**src/sv/adsr_pkg.sv**
```systemverilog
`timescale 1ns / 1ps
`default_nettype none

package adsr_pkg;

    // Field and state widths
    localparam int SAMPLE_W   = 12;
    localparam int SUM_W      = 20;
    localparam int CNT_W      = 8;
    localparam int DRIVE_W    = 8;
    localparam int LIMIT_W    = 8;
    localparam int NPTS_W     = 4;
    localparam int CFG_W      = 48;
    localparam int CFG_IDX_W  = 3;
    localparam int PT_W       = 24;
    localparam int PT_IDX_W   = 3;

    // Behavior constants
    localparam int SAMPLES_PER_UPDATE = 10;
    localparam int GAIN_DIVISOR       = 16;
    localparam int TABLE_DEPTH        = 8;
    localparam int DRIVE_MAX          = 255;
    localparam int DEAD_BAND_RST      = 5;
    localparam int STEP_LIMIT_RST     = 10;

    // Serial divider geometry
    localparam int DIV_W     = 24;
    localparam int DEN_W     = 12;
    localparam int DIV_CNT_W = $clog2(DIV_W);

    // Configuration register indexes
    localparam logic [CFG_IDX_W-1:0] CFG_TARGET  = 3'd0;
    localparam logic [CFG_IDX_W-1:0] CFG_NPTS    = 3'd1;
    localparam logic [CFG_IDX_W-1:0] CFG_TAB_A   = 3'd2;
    localparam logic [CFG_IDX_W-1:0] CFG_TAB_B   = 3'd3;
    localparam logic [CFG_IDX_W-1:0] CFG_TAB_C   = 3'd4;
    localparam logic [CFG_IDX_W-1:0] CFG_TAB_D   = 3'd5;
    localparam logic [CFG_IDX_W-1:0] CFG_DEAD    = 3'd6;
    localparam logic [CFG_IDX_W-1:0] CFG_SLIMIT  = 3'd7;

    // Update sequencer
    typedef enum logic [3:0] {
        S_IDLE,
        S_AVG,
        S_AVG_WAIT,
        S_END0,
        S_END1,
        S_SEARCH,
        S_MUL,
        S_INT,
        S_INT_WAIT,
        S_STEP,
        S_OUT
    } t_state;

    // Divider request and response
    typedef struct packed {
        logic             start;
        logic [DIV_W-1:0] dividend;
        logic [DEN_W-1:0] divisor;
    } t_div_req;

    typedef struct packed {
        logic             done;
        logic [DIV_W-1:0] quotient;
    } t_div_rsp;

endpackage

`default_nettype wire

```
**src/sv/adsr_ifs.sv**
```systemverilog
`timescale 1ns / 1ps
`default_nettype none

// Input channel: one ADC tick per word
interface adsr_in_if;
    logic                             valid;
    logic                             ready;
    logic [adsr_pkg::SAMPLE_W-1:0]    sample;
    logic                             sample_ok;
    logic                             kill;

    modport source (output valid, output sample, output sample_ok, output kill,
                    input ready);
    modport sink   (input valid, input sample, input sample_ok, input kill,
                    output ready);
endinterface

// Output channel: one status word per tick
interface adsr_out_if;
    logic                             valid;
    logic                             ready;
    logic [adsr_pkg::DRIVE_W-1:0]     drive_level;
    logic                             updated;
    logic [adsr_pkg::SAMPLE_W-1:0]    average_value;
    logic [adsr_pkg::SAMPLE_W-1:0]    corrected_value;
    logic                             stopped;

    modport source (output valid, output drive_level, output updated,
                    output average_value, output corrected_value, output stopped,
                    input ready);
    modport sink   (input valid, input drive_level, input updated,
                    input average_value, input corrected_value, input stopped,
                    output ready);
endinterface

`default_nettype wire

```
**src/sv/averaged_deadband_step_regulator.sv**
```systemverilog
`timescale 1ns / 1ps
`default_nettype none

// Averaged dead-band step regulator. Each input word is one ADC tick; each
// accepted word gives exactly one output word. A tick without an update
// (timeout, collecting, kill, or halted) posts its word at once. The tick that
// completes the sample set runs the update sequence: a bit-serial divide for
// the average, a search of the correction table that reads one point per
// cycle, and, for an interpolated value, a 12x12 multiply and a second pass
// through the same divider, then the step and the posting of the word. Both
// divides use the shared 24-step divider. The block takes no new word while
// an update runs. The user must write configuration with
// i_cfg_we/i_cfg_idx/i_cfg_data only while the block is idle; the block
// itself does not enforce this.
module averaged_deadband_step_regulator (
    input  wire                                 i_clk,
    input  wire                                 i_rst_n,
    adsr_in_if.sink                             i_in,
    adsr_out_if.source                          o_out,
    input  wire                                 i_cfg_we,
    input  wire [adsr_pkg::CFG_IDX_W-1:0]       i_cfg_idx,
    input  wire [adsr_pkg::CFG_W-1:0]           i_cfg_data
);

    localparam int SW = adsr_pkg::SAMPLE_W;

    // Configuration
    logic [SW-1:0]                      r_target;
    logic [adsr_pkg::NPTS_W-1:0]        r_npts;
    logic [adsr_pkg::CFG_W-1:0]         r_tab [4];
    logic [SW-1:0]                      r_dead;
    logic [adsr_pkg::LIMIT_W-1:0]       r_slim;

    // Regulator state
    adsr_pkg::t_state                   r_state, n_state;
    logic [adsr_pkg::SUM_W-1:0]         r_sum, n_sum;
    logic [adsr_pkg::CNT_W-1:0]         r_count, n_count;
    logic [adsr_pkg::DRIVE_W-1:0]       r_drive, n_drive;
    logic [SW-1:0]                      r_avg, n_avg;
    logic [SW-1:0]                      r_cor, n_cor;
    logic                               r_halt, n_halt;

    // Search and interpolation scratch
    logic [adsr_pkg::PT_IDX_W-1:0]      r_idx, n_idx;
    logic [SW-1:0]                      r_x0, n_x0;
    logic [SW-1:0]                      r_y0, n_y0;
    logic [SW-1:0]                      r_dx, n_dx;
    logic [SW-1:0]                      r_dym, n_dym;
    logic [SW-1:0]                      r_den, n_den;
    logic                               r_neg, n_neg;
    logic [2*SW-1:0]                    r_prod, n_prod;

    // Output word
    logic                               r_ov, n_ov;
    logic [adsr_pkg::DRIVE_W-1:0]       r_o_drive, n_o_drive;
    logic                               r_o_upd, n_o_upd;
    logic [SW-1:0]                      r_o_avg, n_o_avg;
    logic [SW-1:0]                      r_o_cor, n_o_cor;
    logic                               r_o_stop, n_o_stop;

    logic                               w_accept;
    logic                               w_slot;
    logic [adsr_pkg::SUM_W-1:0]         w_sum_add;
    logic [adsr_pkg::CNT_W:0]           w_cnt_inc;
    logic                               w_trigger;
    logic [adsr_pkg::NPTS_W-1:0]        w_neff;
    logic [adsr_pkg::PT_IDX_W-1:0]      w_last;
    logic [adsr_pkg::PT_IDX_W-1:0]      w_pidx;
    logic [adsr_pkg::CFG_W-1:0]         w_word;
    logic [adsr_pkg::PT_W-1:0]          w_pt;
    logic [SW-1:0]                      w_praw;
    logic [SW-1:0]                      w_pcor;
    logic                               w_in_seg;
    logic [SW:0]                        w_dy;
    logic [SW:0]                        w_dy_mag;
    logic [SW-1:0]                      w_q;
    logic [SW:0]                        w_cor_int;
    logic [SW:0]                        w_err;
    logic [SW:0]                        w_mag;
    logic [SW:0]                        w_shift;
    logic [SW:0]                        w_lim;
    logic [SW+1:0]                      w_nd;
    logic [adsr_pkg::DRIVE_W-1:0]       w_drive_sat;

    adsr_pkg::t_div_req                 w_div_req;
    adsr_pkg::t_div_rsp                 w_div_rsp;

    // Shared divider
    adsr_div u_div (
        .i_clk   (i_clk),
        .i_rst_n (i_rst_n),
        .i_req   (w_div_req),
        .o_rsp   (w_div_rsp)
    );

    // Handshake
    assign w_slot     = !r_ov || o_out.ready;
    assign i_in.ready = (r_state == adsr_pkg::S_IDLE) && w_slot;
    assign w_accept   = i_in.valid && i_in.ready;

    // Sample accumulation
    assign w_sum_add = r_sum + adsr_pkg::SUM_W'(i_in.sample);
    assign w_cnt_inc = {1'b0, r_count} + 1'b1;
    assign w_trigger = i_in.sample_ok &&
                       (w_cnt_inc >= (adsr_pkg::CNT_W+1)'(adsr_pkg::SAMPLES_PER_UPDATE));

    // Table point read: one point per cycle
    assign w_neff = (r_npts > adsr_pkg::NPTS_W'(adsr_pkg::TABLE_DEPTH)) ?
                    adsr_pkg::NPTS_W'(adsr_pkg::TABLE_DEPTH) : r_npts;
    assign w_last = adsr_pkg::PT_IDX_W'(w_neff - 1'b1);

    always_comb begin
        case (r_state)
            adsr_pkg::S_END1:   w_pidx = w_last;
            adsr_pkg::S_SEARCH: w_pidx = r_idx;
            default:            w_pidx = '0;
        endcase
    end

    assign w_word = r_tab[w_pidx[adsr_pkg::PT_IDX_W-1:1]];
    assign w_pt   = w_pidx[0] ? w_word[adsr_pkg::CFG_W-1:adsr_pkg::PT_W]
                              : w_word[adsr_pkg::PT_W-1:0];
    assign w_praw = w_pt[SW-1:0];
    assign w_pcor = w_pt[2*SW-1:SW];

    // Segment test and slope sign
    assign w_in_seg = (r_avg >= r_x0) && (r_avg <= w_praw);
    assign w_dy     = {1'b0, w_pcor} - {1'b0, r_y0};
    assign w_dy_mag = w_dy[SW] ? ((SW+1)'(0) - w_dy) : w_dy;

    // Interpolated value from the divider quotient (truncated toward zero)
    assign w_q       = w_div_rsp.quotient[SW-1:0];
    assign w_cor_int = r_neg ? ({1'b0, r_y0} - {1'b0, w_q}) : ({1'b0, r_y0} + {1'b0, w_q});

    // Error, dead band, step limit and drive saturation
    assign w_err   = {1'b0, r_target} - {1'b0, r_cor};
    assign w_mag   = w_err[SW] ? ((SW+1)'(0) - w_err) : w_err;
    assign w_shift = (SW+1)'(w_mag / adsr_pkg::GAIN_DIVISOR);

    always_comb begin
        if (w_mag > {1'b0, r_dead}) begin
            w_lim = (w_shift > (SW+1)'(r_slim)) ? (SW+1)'(r_slim) : w_shift;
        end else begin
            w_lim = '0;
        end
    end

    assign w_nd = w_err[SW] ? ((SW+2)'(r_drive) - {1'b0, w_lim})
                            : ((SW+2)'(r_drive) + {1'b0, w_lim});

    always_comb begin
        if (w_nd[SW+1]) begin
            w_drive_sat = '0;
        end else if (w_nd > (SW+2)'(adsr_pkg::DRIVE_MAX)) begin
            w_drive_sat = adsr_pkg::DRIVE_W'(adsr_pkg::DRIVE_MAX);
        end else begin
            w_drive_sat = w_nd[adsr_pkg::DRIVE_W-1:0];
        end
    end

    // Divider requests
    assign w_div_req.start    = (r_state == adsr_pkg::S_AVG) || (r_state == adsr_pkg::S_INT);
    assign w_div_req.dividend = (r_state == adsr_pkg::S_AVG) ?
                                adsr_pkg::DIV_W'(r_sum) : r_prod;
    assign w_div_req.divisor  = (r_state == adsr_pkg::S_AVG) ?
                                adsr_pkg::DEN_W'(adsr_pkg::SAMPLES_PER_UPDATE) : r_den;

    // Next state
    always_comb begin
        n_state = r_state;
        case (r_state)
            adsr_pkg::S_IDLE: begin
                if (w_accept && !r_halt && !i_in.kill && w_trigger) begin
                    n_state = adsr_pkg::S_AVG;
                end
            end
            adsr_pkg::S_AVG:      n_state = adsr_pkg::S_AVG_WAIT;
            adsr_pkg::S_AVG_WAIT: begin
                if (w_div_rsp.done) begin
                    n_state = adsr_pkg::S_END0;
                end
            end
            adsr_pkg::S_END0: begin
                if (w_neff < 2 || r_avg <= w_praw) begin
                    n_state = adsr_pkg::S_STEP;
                end else begin
                    n_state = adsr_pkg::S_END1;
                end
            end
            adsr_pkg::S_END1: begin
                if (r_avg >= w_praw) begin
                    n_state = adsr_pkg::S_STEP;
                end else begin
                    n_state = adsr_pkg::S_SEARCH;
                end
            end
            adsr_pkg::S_SEARCH: begin
                if (w_in_seg) begin
                    n_state = (w_praw == r_x0) ? adsr_pkg::S_STEP : adsr_pkg::S_MUL;
                end else if (r_idx == w_last) begin
                    n_state = adsr_pkg::S_STEP;
                end
            end
            adsr_pkg::S_MUL:      n_state = adsr_pkg::S_INT;
            adsr_pkg::S_INT:      n_state = adsr_pkg::S_INT_WAIT;
            adsr_pkg::S_INT_WAIT: begin
                if (w_div_rsp.done) begin
                    n_state = adsr_pkg::S_STEP;
                end
            end
            adsr_pkg::S_STEP:     n_state = adsr_pkg::S_OUT;
            adsr_pkg::S_OUT: begin
                if (w_slot) begin
                    n_state = adsr_pkg::S_IDLE;
                end
            end
            default:              n_state = adsr_pkg::S_IDLE;
        endcase
    end

    // Datapath and output word
    always_comb begin
        n_sum     = r_sum;
        n_count   = r_count;
        n_drive   = r_drive;
        n_avg     = r_avg;
        n_cor     = r_cor;
        n_halt    = r_halt;
        n_idx     = r_idx;
        n_x0      = r_x0;
        n_y0      = r_y0;
        n_dx      = r_dx;
        n_dym     = r_dym;
        n_den     = r_den;
        n_neg     = r_neg;
        n_prod    = r_prod;
        n_ov      = r_ov && !o_out.ready;
        n_o_drive = r_o_drive;
        n_o_upd   = r_o_upd;
        n_o_avg   = r_o_avg;
        n_o_cor   = r_o_cor;
        n_o_stop  = r_o_stop;

        case (r_state)
            adsr_pkg::S_IDLE: begin
                if (w_accept) begin
                    if (!r_halt && i_in.kill) begin
                        n_drive = '0;
                        n_halt  = 1'b1;
                    end else if (!r_halt && i_in.sample_ok) begin
                        n_sum   = w_sum_add;
                        n_count = w_cnt_inc[adsr_pkg::CNT_W-1:0];
                    end
                    // Word posted at once unless an update starts
                    if (r_halt || i_in.kill || !w_trigger) begin
                        n_ov      = 1'b1;
                        n_o_drive = (r_halt || i_in.kill) ? '0 : r_drive;
                        n_o_upd   = 1'b0;
                        n_o_avg   = r_avg;
                        n_o_cor   = r_cor;
                        n_o_stop  = r_halt || i_in.kill;
                    end
                end
            end
            adsr_pkg::S_AVG: begin
                n_sum   = '0;
                n_count = '0;
            end
            adsr_pkg::S_AVG_WAIT: begin
                if (w_div_rsp.done) begin
                    n_avg = w_div_rsp.quotient[SW-1:0];
                end
            end
            adsr_pkg::S_END0: begin
                if (w_neff < 2) begin
                    n_cor = r_avg;
                end else if (r_avg <= w_praw) begin
                    n_cor = w_pcor;
                end else begin
                    n_x0 = w_praw;
                    n_y0 = w_pcor;
                end
            end
            adsr_pkg::S_END1: begin
                if (r_avg >= w_praw) begin
                    n_cor = w_pcor;
                end else begin
                    n_idx = adsr_pkg::PT_IDX_W'(1);
                end
            end
            adsr_pkg::S_SEARCH: begin
                if (w_in_seg) begin
                    if (w_praw == r_x0) begin
                        n_cor = r_y0;
                    end else begin
                        n_dx  = r_avg - r_x0;
                        n_den = w_praw - r_x0;
                        n_neg = w_dy[SW];
                        n_dym = w_dy_mag[SW-1:0];
                    end
                end else if (r_idx == w_last) begin
                    // no bracketing segment in an unsorted table
                    n_cor = r_avg;
                end else begin
                    n_x0  = w_praw;
                    n_y0  = w_pcor;
                    n_idx = r_idx + 1'b1;
                end
            end
            adsr_pkg::S_MUL: begin
                n_prod = r_dx * r_dym;
            end
            adsr_pkg::S_INT_WAIT: begin
                if (w_div_rsp.done) begin
                    n_cor = w_cor_int[SW-1:0];
                end
            end
            adsr_pkg::S_STEP: begin
                n_drive = w_drive_sat;
            end
            adsr_pkg::S_OUT: begin
                if (w_slot) begin
                    n_ov      = 1'b1;
                    n_o_drive = r_drive;
                    n_o_upd   = 1'b1;
                    n_o_avg   = r_avg;
                    n_o_cor   = r_cor;
                    n_o_stop  = 1'b0;
                end
            end
            default: begin
            end
        endcase
    end

    // Control registers
    always_ff @(posedge i_clk) begin
        if (!i_rst_n) begin
            r_state <= adsr_pkg::S_IDLE;
            r_sum   <= '0;
            r_count <= '0;
            r_drive <= '0;
            r_avg   <= '0;
            r_cor   <= '0;
            r_halt  <= 1'b0;
            r_ov    <= 1'b0;
        end else begin
            r_state <= n_state;
            r_sum   <= n_sum;
            r_count <= n_count;
            r_drive <= n_drive;
            r_avg   <= n_avg;
            r_cor   <= n_cor;
            r_halt  <= n_halt;
            r_ov    <= n_ov;
        end
    end

    // Scratch and output payload
    always_ff @(posedge i_clk) begin
        r_idx     <= n_idx;
        r_x0      <= n_x0;
        r_y0      <= n_y0;
        r_dx      <= n_dx;
        r_dym     <= n_dym;
        r_den     <= n_den;
        r_neg     <= n_neg;
        r_prod    <= n_prod;
        r_o_drive <= n_o_drive;
        r_o_upd   <= n_o_upd;
        r_o_avg   <= n_o_avg;
        r_o_cor   <= n_o_cor;
        r_o_stop  <= n_o_stop;
    end

    // Configuration writes
    always_ff @(posedge i_clk) begin
        if (!i_rst_n) begin
            r_target <= '0;
            r_npts   <= '0;
            r_tab[0] <= '0;
            r_tab[1] <= '0;
            r_tab[2] <= '0;
            r_tab[3] <= '0;
            r_dead   <= SW'(adsr_pkg::DEAD_BAND_RST);
            r_slim   <= adsr_pkg::LIMIT_W'(adsr_pkg::STEP_LIMIT_RST);
        end else if (i_cfg_we) begin
            case (i_cfg_idx)
                adsr_pkg::CFG_TARGET: r_target <= i_cfg_data[SW-1:0];
                adsr_pkg::CFG_NPTS:   r_npts   <= i_cfg_data[adsr_pkg::NPTS_W-1:0];
                adsr_pkg::CFG_TAB_A:  r_tab[0] <= i_cfg_data;
                adsr_pkg::CFG_TAB_B:  r_tab[1] <= i_cfg_data;
                adsr_pkg::CFG_TAB_C:  r_tab[2] <= i_cfg_data;
                adsr_pkg::CFG_TAB_D:  r_tab[3] <= i_cfg_data;
                adsr_pkg::CFG_DEAD:   r_dead   <= i_cfg_data[SW-1:0];
                adsr_pkg::CFG_SLIMIT: r_slim   <= i_cfg_data[adsr_pkg::LIMIT_W-1:0];
                default: begin
                end
            endcase
        end
    end

    // Output word
    assign o_out.valid           = r_ov;
    assign o_out.drive_level     = r_o_drive;
    assign o_out.updated         = r_o_upd;
    assign o_out.average_value   = r_o_avg;
    assign o_out.corrected_value = r_o_cor;
    assign o_out.stopped         = r_o_stop;

endmodule

`default_nettype wire

```
**src/sv/adsr_div.sv**
```systemverilog
`timescale 1ns / 1ps
`default_nettype none

// Restoring unsigned divider, one quotient bit per cycle.
// Quotient is valid in the cycle that done is high.
module adsr_div (
    input  wire                 i_clk,
    input  wire                 i_rst_n,
    input  adsr_pkg::t_div_req  i_req,
    output adsr_pkg::t_div_rsp  o_rsp
);

    localparam logic [adsr_pkg::DIV_CNT_W-1:0] LAST_STEP =
        adsr_pkg::DIV_CNT_W'(adsr_pkg::DIV_W - 1);

    logic                                r_busy;
    logic                                r_done;
    logic [adsr_pkg::DIV_CNT_W-1:0]      r_cnt;
    logic [adsr_pkg::DEN_W-1:0]          r_den;
    logic [adsr_pkg::DEN_W-1:0]          r_rem;
    logic [adsr_pkg::DIV_W-1:0]          r_quo;

    logic [adsr_pkg::DEN_W:0]            w_trial;
    logic [adsr_pkg::DEN_W:0]            w_diff;
    logic                                w_fit;

    // Shift in the next dividend bit and try a subtract
    assign w_trial = {r_rem, r_quo[adsr_pkg::DIV_W-1]};
    assign w_diff  = w_trial - {1'b0, r_den};
    assign w_fit   = (w_trial >= {1'b0, r_den});

    // Control
    always_ff @(posedge i_clk) begin
        if (!i_rst_n) begin
            r_busy <= 1'b0;
            r_done <= 1'b0;
            r_cnt  <= '0;
        end else begin
            r_done <= r_busy && (r_cnt == LAST_STEP);
            if (i_req.start) begin
                r_busy <= 1'b1;
                r_cnt  <= '0;
            end else if (r_busy) begin
                r_cnt <= r_cnt + 1'b1;
                if (r_cnt == LAST_STEP) begin
                    r_busy <= 1'b0;
                end
            end
        end
    end

    // Datapath
    always_ff @(posedge i_clk) begin
        if (i_req.start) begin
            r_den <= i_req.divisor;
            r_rem <= '0;
            r_quo <= i_req.dividend;
        end else if (r_busy) begin
            r_rem <= w_fit ? w_diff[adsr_pkg::DEN_W-1:0] : w_trial[adsr_pkg::DEN_W-1:0];
            r_quo <= {r_quo[adsr_pkg::DIV_W-2:0], w_fit};
        end
    end

    assign o_rsp.done     = r_done;
    assign o_rsp.quotient = r_quo;

endmodule

`default_nettype wire
```
**src/flat_wrapper.sv**
```systemverilog
// flat-port wrapper written by rule: the top's interface ports become plain ports
module averaged_deadband_step_regulator_flat 
  (i_clk, i_rst_n, i_cfg_we, i_cfg_idx, i_cfg_data, i_in_valid, i_in_sample, i_in_sample_ok, i_in_kill, i_in_ready, o_out_valid, o_out_drive_level, o_out_updated, o_out_average_value, o_out_corrected_value, o_out_stopped, o_out_ready);
  adsr_in_if i_in_i ();
  adsr_out_if o_out_i ();
  input  wire i_clk;
  input  wire i_rst_n;
  input  wire i_cfg_we;
  input  wire [adsr_pkg::CFG_IDX_W-1:0] i_cfg_idx;
  input  wire [adsr_pkg::CFG_W-1:0] i_cfg_data;
  input wire logic [$bits(i_in_i.valid)-1:0] i_in_valid;
  input wire logic [$bits(i_in_i.sample)-1:0] i_in_sample;
  input wire logic [$bits(i_in_i.sample_ok)-1:0] i_in_sample_ok;
  input wire logic [$bits(i_in_i.kill)-1:0] i_in_kill;
  output wire logic [$bits(i_in_i.ready)-1:0] i_in_ready;
  output wire logic [$bits(o_out_i.valid)-1:0] o_out_valid;
  output wire logic [$bits(o_out_i.drive_level)-1:0] o_out_drive_level;
  output wire logic [$bits(o_out_i.updated)-1:0] o_out_updated;
  output wire logic [$bits(o_out_i.average_value)-1:0] o_out_average_value;
  output wire logic [$bits(o_out_i.corrected_value)-1:0] o_out_corrected_value;
  output wire logic [$bits(o_out_i.stopped)-1:0] o_out_stopped;
  input wire logic [$bits(o_out_i.ready)-1:0] o_out_ready;
  assign i_in_i.valid = i_in_valid;
  assign i_in_i.sample = i_in_sample;
  assign i_in_i.sample_ok = i_in_sample_ok;
  assign i_in_i.kill = i_in_kill;
  assign i_in_ready = i_in_i.ready;
  assign o_out_valid = o_out_i.valid;
  assign o_out_drive_level = o_out_i.drive_level;
  assign o_out_updated = o_out_i.updated;
  assign o_out_average_value = o_out_i.average_value;
  assign o_out_corrected_value = o_out_i.corrected_value;
  assign o_out_stopped = o_out_i.stopped;
  assign o_out_i.ready = o_out_ready;
  averaged_deadband_step_regulator u_core (.i_clk(i_clk), .i_rst_n(i_rst_n), .i_in(i_in_i), .o_out(o_out_i), .i_cfg_we(i_cfg_we), .i_cfg_idx(i_cfg_idx), .i_cfg_data(i_cfg_data));
endmodule
```
**config.mk**
```make
export PLATFORM = sky130hd
export DESIGN_NAME = averaged_deadband_step_regulator_flat
export DESIGN_NICKNAME = d
export VERILOG_FILES = /design/src/sv/adsr_pkg.sv /design/src/sv/adsr_ifs.sv /design/src/sv/averaged_deadband_step_regulator.sv /design/src/sv/adsr_div.sv /design/src/flat_wrapper.sv
export SDC_FILE = /design/constraint.sdc
export NUM_CORES = 1
export LEC_CHECK = 0
export BUFFER_PORTS_ARGS = -buffer_cell sky130_fd_sc_hd__buf_2
export CORE_MARGIN = 2
export CORE_UTILIZATION = 56
export DETAILED_ROUTE_END_ITERATION = 12
export GPL_TIMING_DRIVEN = 0
export HOLD_SLACK_MARGIN = 0.12
export PLACE_DENSITY = 0.79
export SLEW_MARGIN = 20
export SYNTH_ARGS = -nofsm -noshare
export SYNTH_HDL_FRONTEND = slang
export SYNTH_SLANG_ARGS = --single-unit
```
**constraint.sdc**
```tcl
create_clock -name i_clk -period 9.4 [get_ports i_clk]
set_input_delay 1.88 -clock i_clk [delete_from_list [all_inputs] [get_ports i_clk]]
set_output_delay 1.88 -clock i_clk [all_outputs]
set_load 0.01 [all_outputs]
```
==> reports/qor.csv <==
stage,metric,value,unit
cells_and_area,post-route cell area,0.0334,mm^2
global_route,largest net degree at the start of global routing,39,
clocking,"Clk Latency, worst-skew pair",610,ps
sta,Worst-Margin Slew,1110,ps
sta,slew margin rel.,0.262,
cells_and_area,final-layout fill cell count,4110,
cells_and_area,Layout area overhead,11.4,%
sta,min cycle time layout,8510,ps
worst_setup_path,Crit path arrival time,8970,ps
cells_and_area,Total Nets Final,3631,
logic_synthesis,Simple-Gate Fraction of Synth Area,0.191,
routing,DRC,0,
logic_synthesis,Synth Instances,3092,
die,Die Y,235,um
worst_setup_path,required time worst endpoint,9860,ps
routing,final WL,80.0,mm
clocking,H-tree levels,2,
worst_setup_path,R2R Setup Slk,890,ps
sta,final setup violation count,0,
min_path,Hold Path Stages,2,
routing,DR iter-0 viols,2129,
sta,setup TNS,0,ps
placement,Place WS,1060,ps
min_path,worst hold path class,register to register,
clocking,number of buffers created by CTS,48,
placement,Port Buffers,105,
logic_synthesis,"Top FF cell, synth",edfxtp_1,
placement,routability-driven placement congestion ratio,0.972,
pwr,power per cell area,166,mW/mm^2
routing,number of iterations in the first detailed-routing pass,5,
logic_synthesis,Post-synth EDFFs,350,
die,core box area,0.0528,mm^2
clocking,clk root buf,clkbuf_16,
logic_synthesis,leading area contributor after synthesis,edfxtp_1,
job,maxcap violations,0,
logic_synthesis,Yosys top cell area share,0.351,
worst_setup_path,CP max-delay cell,a221oi_1,
sta,hold_ws,458,ps
routing,DR vias/cell,5.93,
routing,Final ANT Viol Nets,0,
logic_synthesis,Yosys cell types,81,
logic_synthesis,synth warn,0,
clocking,hold_buf cts,0,
outcome,outcome,"complete, no violations",
worst_setup_path,reg2reg end,u_core.r_drive[1],
pwr,maximum vdd drop,0.150,mV
logic_synthesis,ranking of synthesized cells by area,"edfxtp_1 35%, dfxtp_1 8.1%, ha_1 8.1%",
routing,vias post-DR,23676,
logic_synthesis,post-synthesis adder-cell area fraction,0.153,
routing,wire per inst,20.0,um
sta,Final Hold Viols,0,
logic_synthesis,ys async rst share,0,
clocking,Sink Count,471,
die,FP Rows,84,
worst_setup_path,type of origin of the critical path,register,
worst_setup_path,r2r worst-path depth,33,
logic_synthesis,Synth Net Count,3463,
clocking,Max clock buf depth,3,
logic_synthesis,largest family of logic cells by synthesized area,simple AND/OR/NAND/NOR gates,
logic_synthesis,Synth Area per Inst,9.69,um^2
logic_synthesis,"Seq/Total Area, Yosys",0.432,
cells_and_area,ratio of cells with drive above 1 in the final layout,0.0740,
sta,Final WS setup,892,ps
logic_synthesis,most instantiated library cell after synthesis,nand2_1,
worst_setup_path,Worst setup EP type,register,
die,die area,0.0554,mm^2
placement,placed instance area,0.0317,mm^2
sta,"Period Utilization, post-route",0.905,
logic_synthesis,Seq cells post-synth,471,
die,Initial Utilization,0.568,
pwr,static leakage,0.0139,uW
global_route,gr usage total,0.287,
worst_setup_path,CP Class,register to register,
global_route,gr ovfl total,0,
logic_synthesis,post-synthesis xor/xnor area fraction,0.0374,
global_route,initial antenna violation count,4,
sta,Final Max Tran Viols,0,
logic_synthesis,Post-synth top cells,"468 x nand2_1, 350 x edfxtp_1, 271 x inv_1",
clocking,"Reg clk slew, reported paths",60,ps
global_route,first-pass GRT wire length,126,mm
logic_synthesis,mux cell area share after synthesis,0.0159,
logic_synthesis,"Cell Area, Synth",0.0300,mm^2
sta,Clock Skew,31.5,ps
worst_setup_path,max incr delay on CP,700,ps
clocking,CTS tree,built,
sta,fmax,0.118,GHz
clocking,postcts setup bufs,0,
worst_setup_path,worst setup path start,u_core.r_cor[0],
logic_synthesis,Compound-Gate Fraction of Synth Area,0.120,
worst_setup_path,R2R Path Start,u_core.r_cor[0],
die,die width,235,um
placement,dpl hpwl,60.7,mm
die,Ports,106,
global_route,vias in the first global route,23600,
sta,RSZ-0062 raised after global routing,false,
clocking,post-CTS resize count,0,
worst_setup_path,Crit Path Max Fanout,10,
worst_setup_path,Worst setup endpoint,u_core.r_drive[1],
-- area by class of cell --
| type | instances | area (um^2) | share of cell area |
|---|---|---|---|
| diodes | 3 | 7.51 | 0.000225 |
| plain buffers | 135 | 528 | 0.0158 |
| clock buffers | 55 | 1260 | 0.0377 |
| clock inverters | 34 | 390 | 0.0117 |
| inverters | 272 | 1020 | 0.0306 |
| multi-input cells | 2214 | 15600 | 0.467 |
| flip-flops and latches | 471 | 12900 | 0.388 |
| well taps | 688 | 861 | 0.0258 |
| repair buffers | 118 | 802 | 0.0240 |
-- cell usage in the layout, fill, tap and decap left out, types with 8 or more instances in the layout --
master,Yosys,layout
nor2_1,187,187
buf_2,5,110
nand3_1,65,65
nor3_1,37,34
or3_1,14,14
a221o_1,9,9
ha_1,193,193
and3_1,39,39
a311oi_1,11,11
o21a_1,17,17
buf_16,0,8
a21boi_0,23,23
nor2b_1,43,43
nand4_1,22,22
a22oi_1,21,21
o21bai_1,9,9
a21oi_1,146,146
fa_1,108,108
a211oi_1,31,31
o211ai_1,18,18
and2_1,251,251
inv_1,271,270
xor2_1,42,42
buf_1,14,14
mux2i_1,44,44
nand2_1,468,468
a21o_1,30,30
o31ai_1,11,9
edfxtp_1,350,350
clkinvlp_4,0,8
clkbuf_1,113,117
o21ai_0,124,120
a31oi_1,43,43
nand2b_1,26,26
xnor2_1,84,84
dfxtp_1,121,121
a221oi_1,10,10
clkbuf_16,0,48
clkinv_2,0,9
-- sequential cells by signal (all words and copies together), names as in the netlist, 20 cells and up --
register and flops:
u_core.r_sum 20, u_core.r_prod 24, u_core.r_tab 192, u_core.u_div.r_quo 24
-- per-stage QoR --
step / utilization / power [uW] / cells
global placement: 0.594 / 3490 / 3885
finish: 0.632 / 5540 / 3990
global route: 0.632 / 5750 / 3988
CTS: 0.632 / 5530 / 3987
detailed placement: 0.601 / 3550 / 3898
floorplan: - / 3250 / 3092
-- how the worst min path moves through the flow --
stage	startpoint	end
4_1_cts	u_core.r_count[7]	u_core.r_count[7]
6_report	u_core.r_slim[2]	u_core.r_slim[2]
3_5_place_dp	u_core.r_count[7]	u_core.r_count[7]
3_3_place_gp	u_core.r_count[7]	u_core.r_count[7]
5_1_grt	u_core.r_dead[8]	u_core.r_dead[8]
2_1_floorplan	u_core.r_count[7]	u_core.r_count[7]
-- critical path: cells and delay by family (launching register included) --
kind            cells  cell delay, ps
simple gates        8            1690
xor+xnor            1             340
buf+inv             2             310
fa+ha+maj           5            1600
flops               1             380
compound gates     17            4070
-- per-layer routing --
metal,global-route usage,up-vias,share of wire
li1,-,10984,-
met1,0.377,11417,0.41
met2,0.483,1066,0.48
met3,0.0409,205,0.077
met4,0.111,4,0.037
met5,0,-,0.00031
-- cells by family after synthesis --
group           Yosys count
simple gates           1184
mux                      47
xor+xnor                127
buf+inv                 407
flops                   471
compound gates          555
fa+ha+maj               301
-- power by group --
part	switching, uW	internal [uW]
logic	693	464
clock network	845	1160
registers	46.7	2330
total	1580	3950
(Power assumes the default switching activity.)
